File: src/design/tro_pkg.sv
// ----------------------------------------------------------------------------
// Trace replay oracle package
// Shared types, codes and defaults for the trace replay branch oracle.
// ----------------------------------------------------------------------------
package tro_pkg;

    localparam int unsigned ENTRIES_DEF = 64;
    localparam int unsigned PC_W        = 64;
    localparam int unsigned UPC_W       = 16;
    localparam int unsigned SEQ_W       = 64;

    typedef enum logic [2:0] {
        OP_LOAD    = 3'd0,
        OP_END     = 3'd1,
        OP_PREDICT = 3'd2,
        OP_SQUASH  = 3'd3,
        OP_COMMIT  = 3'd4
    } t_opcode;

    typedef enum logic [1:0] {
        STAT_OK     = 2'd0,
        STAT_FULL   = 2'd1,
        STAT_REFILL = 2'd2
    } t_status;

    typedef enum logic [1:0] {
        S_IDLE,
        S_EXEC,
        S_EVAL,
        S_EMIT
    } t_state;

    typedef struct packed {
        logic [PC_W-1:0]  branch_pc;
        logic [UPC_W-1:0] branch_upc;
        logic [PC_W-1:0]  target_pc;
        logic [UPC_W-1:0] target_upc;
    } t_entry;

    localparam int unsigned ENTRY_W = $bits(t_entry);

    typedef struct packed {
        logic capture;
        logic exec;
        logic eval;
        logic emit;
    } t_cmd;

    typedef struct packed {
        t_opcode op;
        logic    used_zero;
        logic    unused_zero;
        logic    stamp_gt;
        logic    out_free;
    } t_stat;

endpackage

File: src/design/tro_ctrl.sv
// ----------------------------------------------------------------------------
// Trace replay controller
// Sequences capture, execute, memory evaluate and emit for each request.
// ----------------------------------------------------------------------------
module tro_ctrl import tro_pkg::*; (
    input  logic  i_clk,
    input  logic  i_rst_n,
    input  logic  i_req_valid,
    output logic  o_req_ready,
    input  t_stat i_stat,
    output t_cmd  o_cmd
);

    t_state r_state, n_state;

    always_comb begin
        n_state = r_state;
        case (r_state)
            S_IDLE: begin
                if (i_req_valid) begin
                    n_state = S_EXEC;
                end
            end
            S_EXEC: begin
                case (i_stat.op)
                    OP_PREDICT: n_state = i_stat.unused_zero ? S_EMIT : S_EVAL;
                    OP_SQUASH:  n_state = i_stat.used_zero ? S_EMIT : S_EVAL;
                    OP_COMMIT:  n_state = i_stat.used_zero ? S_EMIT : S_EVAL;
                    default:    n_state = S_EMIT;
                endcase
            end
            S_EVAL: begin
                case (i_stat.op)
                    OP_SQUASH: n_state = i_stat.stamp_gt ? S_EXEC : S_EMIT;
                    OP_COMMIT: n_state = i_stat.stamp_gt ? S_EMIT : S_EXEC;
                    default:   n_state = S_EMIT;
                endcase
            end
            S_EMIT: begin
                if (i_stat.out_free) begin
                    n_state = S_IDLE;
                end
            end
            default: n_state = S_IDLE;
        endcase
    end

    always_comb begin
        o_req_ready   = (r_state == S_IDLE);
        o_cmd.capture = (r_state == S_IDLE) && i_req_valid;
        o_cmd.exec    = (r_state == S_EXEC);
        o_cmd.eval    = (r_state == S_EVAL);
        o_cmd.emit    = (r_state == S_EMIT) && i_stat.out_free;
    end

    always_ff @(posedge i_clk) begin
        if (!i_rst_n) begin
            r_state <= S_IDLE;
        end else begin
            r_state <= n_state;
        end
    end

    a_capture_exec: assert property (@(posedge i_clk) disable iff (!i_rst_n)
        o_cmd.capture |=> (r_state == S_EXEC))
        else $error("An accepted word did not start execution.");

    a_eval_after_exec: assert property (@(posedge i_clk) disable iff (!i_rst_n)
        (r_state == S_EVAL) |-> ($past(r_state) == S_EXEC))
        else $error("Memory evaluate entered without a read issued.");

    a_emit_holds: assert property (@(posedge i_clk) disable iff (!i_rst_n)
        (r_state == S_EMIT && !i_stat.out_free) |=> (r_state == S_EMIT))
        else $error("A response was lost while the output was busy.");

endmodule

File: config.mk
export PLATFORM = sky130hd
export DESIGN_NAME = tro_ctrl
export DESIGN_NICKNAME = d
export VERILOG_FILES = /design/src/design/tro_pkg.sv /design/src/design/tro_ctrl.sv
export SDC_FILE = /design/constraint.sdc
export NUM_CORES = 1
export LEC_CHECK = 0
export BUFFER_PORTS_ARGS = -buffer_cell sky130_fd_sc_hd__buf_4
export CAP_MARGIN = 20
export CORE_AREA = 2 2 39 41
export DETAILED_ROUTE_END_ITERATION = 16
export DIE_AREA = 0 0 41 43
export PLACE_DENSITY_LB_ADDON = 0.1
export SETUP_SLACK_MARGIN = 0.2
export SYNTH_ARGS = -nofsm -noshare
export SYNTH_HDL_FRONTEND = slang
export SYNTH_SLANG_ARGS = --single-unit
File: constraint.sdc
create_clock -name i_clk -period 1.4 [get_ports i_clk]
set_clock_uncertainty 0.05 [all_clocks]
set_input_delay 0.35 -clock i_clk [delete_from_list [all_inputs] [get_ports i_clk]]
set_output_delay 0.35 -clock i_clk [all_outputs]
set_load 0.005 [all_outputs]
* Word-level counts from Yosys, hierarchy flattened
Cells that the tools add are included.
** Cells by class
- Reduce and logical (&&, ||, !) cells :: 5
- Mux-type cells :: 9
- Eq/ne operators :: 8
** Operators by type and width (count)
- 2-bit two-way mux :: 4
- 2-bit one-hot mux with 4 select lines :: 1
- 3-bit by 2-bit == test with 1-bit output (second input constant) :: 2
- 2-bit == test (second input constant) :: 2
- 2-bit != test (second input constant) :: 2
- 2-bit one-hot mux with 2 select lines :: 1
- 3-bit == test (second input constant) :: 1
- 2-bit by 1-bit == test with 1-bit output (second input constant) :: 1
- 1-bit logical AND :: 2
- 2-bit zero test :: 1
- 1-bit two-way mux :: 2
- 1-bit one-hot mux with 2 select lines :: 1
- 2-bit AND reduction :: 1
- 2-bit OR reduction :: 1
** Word-level totals
- Word-level logic and storage cells :: 23
- Output and inout port bits :: 5
- Input bits :: 10
- Flip-flop bits (word level) :: 2

* Depth between registers and ports, before layout
- Depth after elaboration :: 4
- Mapped depth :: 3

* Worst setup path after synthesis
OpenSTA, ideal clock, no wires.
- Path type :: input port to flip-flop
- Start :: input port i_stat[4] (netlist bit)
- End :: register r_state[0]
- Cell stages on the path :: 3
- Data required time :: 1224 ps
- Buffers on the path :: 0
- Path slack :: 367 ps
- Arrival :: 857 ps
- Path through :: mux2_4 nor3b_2 o31ai_2
** On the way
- Longest elaborated chain between the ends :: 4
- Elaborated cells on any way between the ends :: 7
- Classes of those cells :: eq/ne: 3; mux: 3; reduce/logical: 1
** Ends and longest elaborated chain
- start, declared :: line tro_ctrl.sv:10 : input t_stat i_stat,
- 3-bit == test or 3-bit by 2-bit == test with 1-bit output (tied branches) :: line tro_ctrl.sv:25, tro_ctrl.sv:33
- 2-bit OR reduction (no source line)
- 1-bit one-hot mux with 2 select lines :: line tro_ctrl.sv:25 : case (i_stat.op)
- 2-bit one-hot mux with 4 select lines * :: line tro_ctrl.sv:18 : case (r_state)
- end signal, assigned :: line tro_ctrl.sv:60 : r_state <= n_state;
- end, declared :: line tro_ctrl.sv:14 : t_state r_state, n_state;
Every way passes the cells marked *; elsewhere a longest branch is shown, timed or not.
A chain may end at the register's enable or synchronous reset.

==> flow_summary.toml <==
[layout]
synthToLayoutAreaGrowth_pct = 104
fin_nets = 50
largest_reg_flops = 2
antennaDiodeCount = 0
layout-drive-gt1-share = 0.684
top_regs = "r_state x2"
max_flop_register = "r_state"
n_fill_cell = 155

[global_routing]
grt_pass1_wl_um = 807
grt_remaining_overflow = 0
grt_pass1_vias = 222
gr-usage-all-layers = 0.0691
grt_max_degree = 8
antenna_found_initial = 0

[yosys]
synth_xor_area_frac = 0
ys_ff_latch = 2
syn_inst = 20
yosysWarningCount = 0
synth_nets = 30
yosysSeqAreaShare = 0.232
synth_top_family_by_area = "simple AND/OR/NAND/NOR gates"
synth_compound_area_frac = 0.174
yosys.area_share.simple = 0.507
syn_area_um2 = 173
synth_fa_ha_area_frac = 0
muxShareOfSynthArea = 0.0870
synth_cell_types = 15
avgSynthCellArea_um2 = 8.63

[outcome]
run_status = "completed"

[route]
drc = 0
ant_nets = 0
wl_per_cell_um = 8.96
vias = 216
wirelength_um = 484
vias_per_cell = 4.00
drtIter0Drc = 0
drt_pass1_iterations = 1

[min_path]
min-delay-path-class = "input pin to flop"
hp-start = "i_stat[1]"

[sta]
fin_crit_ns = 1.31
setup_violations = 0
finalHoldViolCount = 0
clock.fmax_mhz = 766
grt_setup_unrepaired = "yes"
worst_pin_slew_ns = 0.380
slew_headroom = 0.743
post-route-period-util = 0.933
setup_tns_ns = 0
slew_viol_final = 0

[worst_setup_path]
slowest_delay_ns = 0.35
crit_chain = "nor2_4, and2_4, buf_4"
crit_buf_inv = 1
reg2reg_from = "r_state[1]"
crit_required_ns = 1.00
cp_top_family = "flip-flops"
worst_setup_path_end_kind = "primary output"
crit_start = "r_state[1]"
cpMaxStageDelayCell = "dfxtp_4"
cp_max_fo = 6
crit_path_start_kind = "flop"
path_class = "flop to primary output"
crit_arrival_ns = 0.91

[cts]
cts_tree = "yes"
clock_latency_ns = 0.23
clk_pin_slew_ns = 0.03
clock_path_buffers = 2
cts_hold_buf = 0
clock-sinks = 2
cts_buffers = 3
h-tree-depth = 1
clock_tree.root_cell = "clkbuf_4"

[floorplanning]
core_area_mm2 = 0.00138
die_y_um = 43
initial_core_util = 0.125
rows = 14
ios = 15
dieArea_mm2 = 0.00176
die_width_um = 41

[placed_design]
dp_hpwl_um = 408
place_congestion = 0.560
io_buffers = 14

[pwr]
powerDensity_mw_per_mm2 = 1070
total_power_mw = 0.377
ir_worst_vdd_v = 0.000239
cellLeakagePower_nw = 0.155

[flow_run]
drv_cap = 0
-- kinds of logic after synthesis --
group	Yosys count
muxes	1
and+or+nand+nor	13
DFF	2
AOI/OAI and AO/OA	4
-- per-stage QoR --
stage | instances | worst slack (ns) | instance area, µm² | hold slack [ns] | utilization
detailed placement | 50 | 0.183 | 298 | 0.548 | 0.215
CTS | 54 | 0.0896 | 349 | 0.344 | 0.252
floorplan | 20 | 0.367 | 173 | 0.454 | -
finish | 54 | 0.0940 | 352 | 0.342 | 0.254
global placement | 50 | 0.190 | 298 | 0.559 | 0.215
global route | 54 | 0.0589 | 352 | 0.361 | 0.254
-- power breakdown --
part | leakage, nW | internal, mW | switching [mW]
Combinational | 0.123 | 0.103 | 0.0475
Sequential | 0.0178 | 0.0753 | 0.0229
Clock | 0.0138 | 0.0946 | 0.0340
-- Yosys cell counts (all sizes together) --
library cell | instances | area share
dfxtp | 2 | 0.23
nor2 | 1 | 0.022
mux2 | 1 | 0.087
nor2b | 3 | 0.11
nand2 | 1 | 0.022
nand4b | 1 | 0.051
a21boi | 1 | 0.043
and2 | 1 | 0.036
and3 | 1 | 0.036
o31ai | 1 | 0.072
o21ai | 2 | 0.058
nor4b | 2 | 0.10
nand3 | 2 | 0.058
nor3b | 1 | 0.072
-- worst min-delay path, delay by kind of cell --
kind	cells	cell delay (ns)
buf+inv	1	0.08
simple gates	1	0.04
compound gates	1	0.10
-- repair_timing --
| action | CTS | global route |
|---|---|---|
| buffers inserted | 1 | 0 |
| setup endpoints to repair | 5 | 5 |
| pin swaps | 2 | 1 |
| gates resized for setup | 8 | 1 |
-- final cells by class --
class,instances,area (µm²),share of cell area
multi-input combinational,18,145,0.413
timing repair buffer,15,116,0.331
sequential,2,47.5,0.135
clock buffer,3,22.5,0.0641
tap,16,20.0,0.0569
-- path summary, 6_finish.rpt --
| kind | endpoint | slack [ns] | cells after the start |
|---|---|---|---|
| setup reg to reg | r_state[0] | 0.44 | 3 |
| setup / recovery | o_cmd[3] | 0.09 | 3 |
| hold / removal | r_state[1] | 0.34 | 3 |
| hold reg to reg | r_state[1] | 0.52 | 2 |
-- layout by cell type (no fill, tap or decap) --
cell      count
a21boi_0      1
and2_4        1
and3_1        1
buf_4        14
buf_6         1
clkbuf_4      3
dfxtp_4       2
mux2_4        1
nand2_1       1
nand3_1       2
nand4b_1      1
nor2_4        1
nor2b_1       2
nor2b_2       1
nor3b_2       1
nor4b_1       2
o21ai_0       1
o21ai_1       1
o31ai_2       1
-- per-layer routing --
| metal | vias up | part of all wire | GRT usage |
|---|---|---|---|
| li1 | 112 | - | - |
| met1 | 89 | 0.39 | 0.0767 |
| met2 | 13 | 0.46 | 0.103 |
| met3 | 2 | 0.11 | 0.0157 |
| met4 | 0 | 0.035 | 0.0600 |
| met5 | - | 0 | 0 |
(Power assumes the default switching activity.)
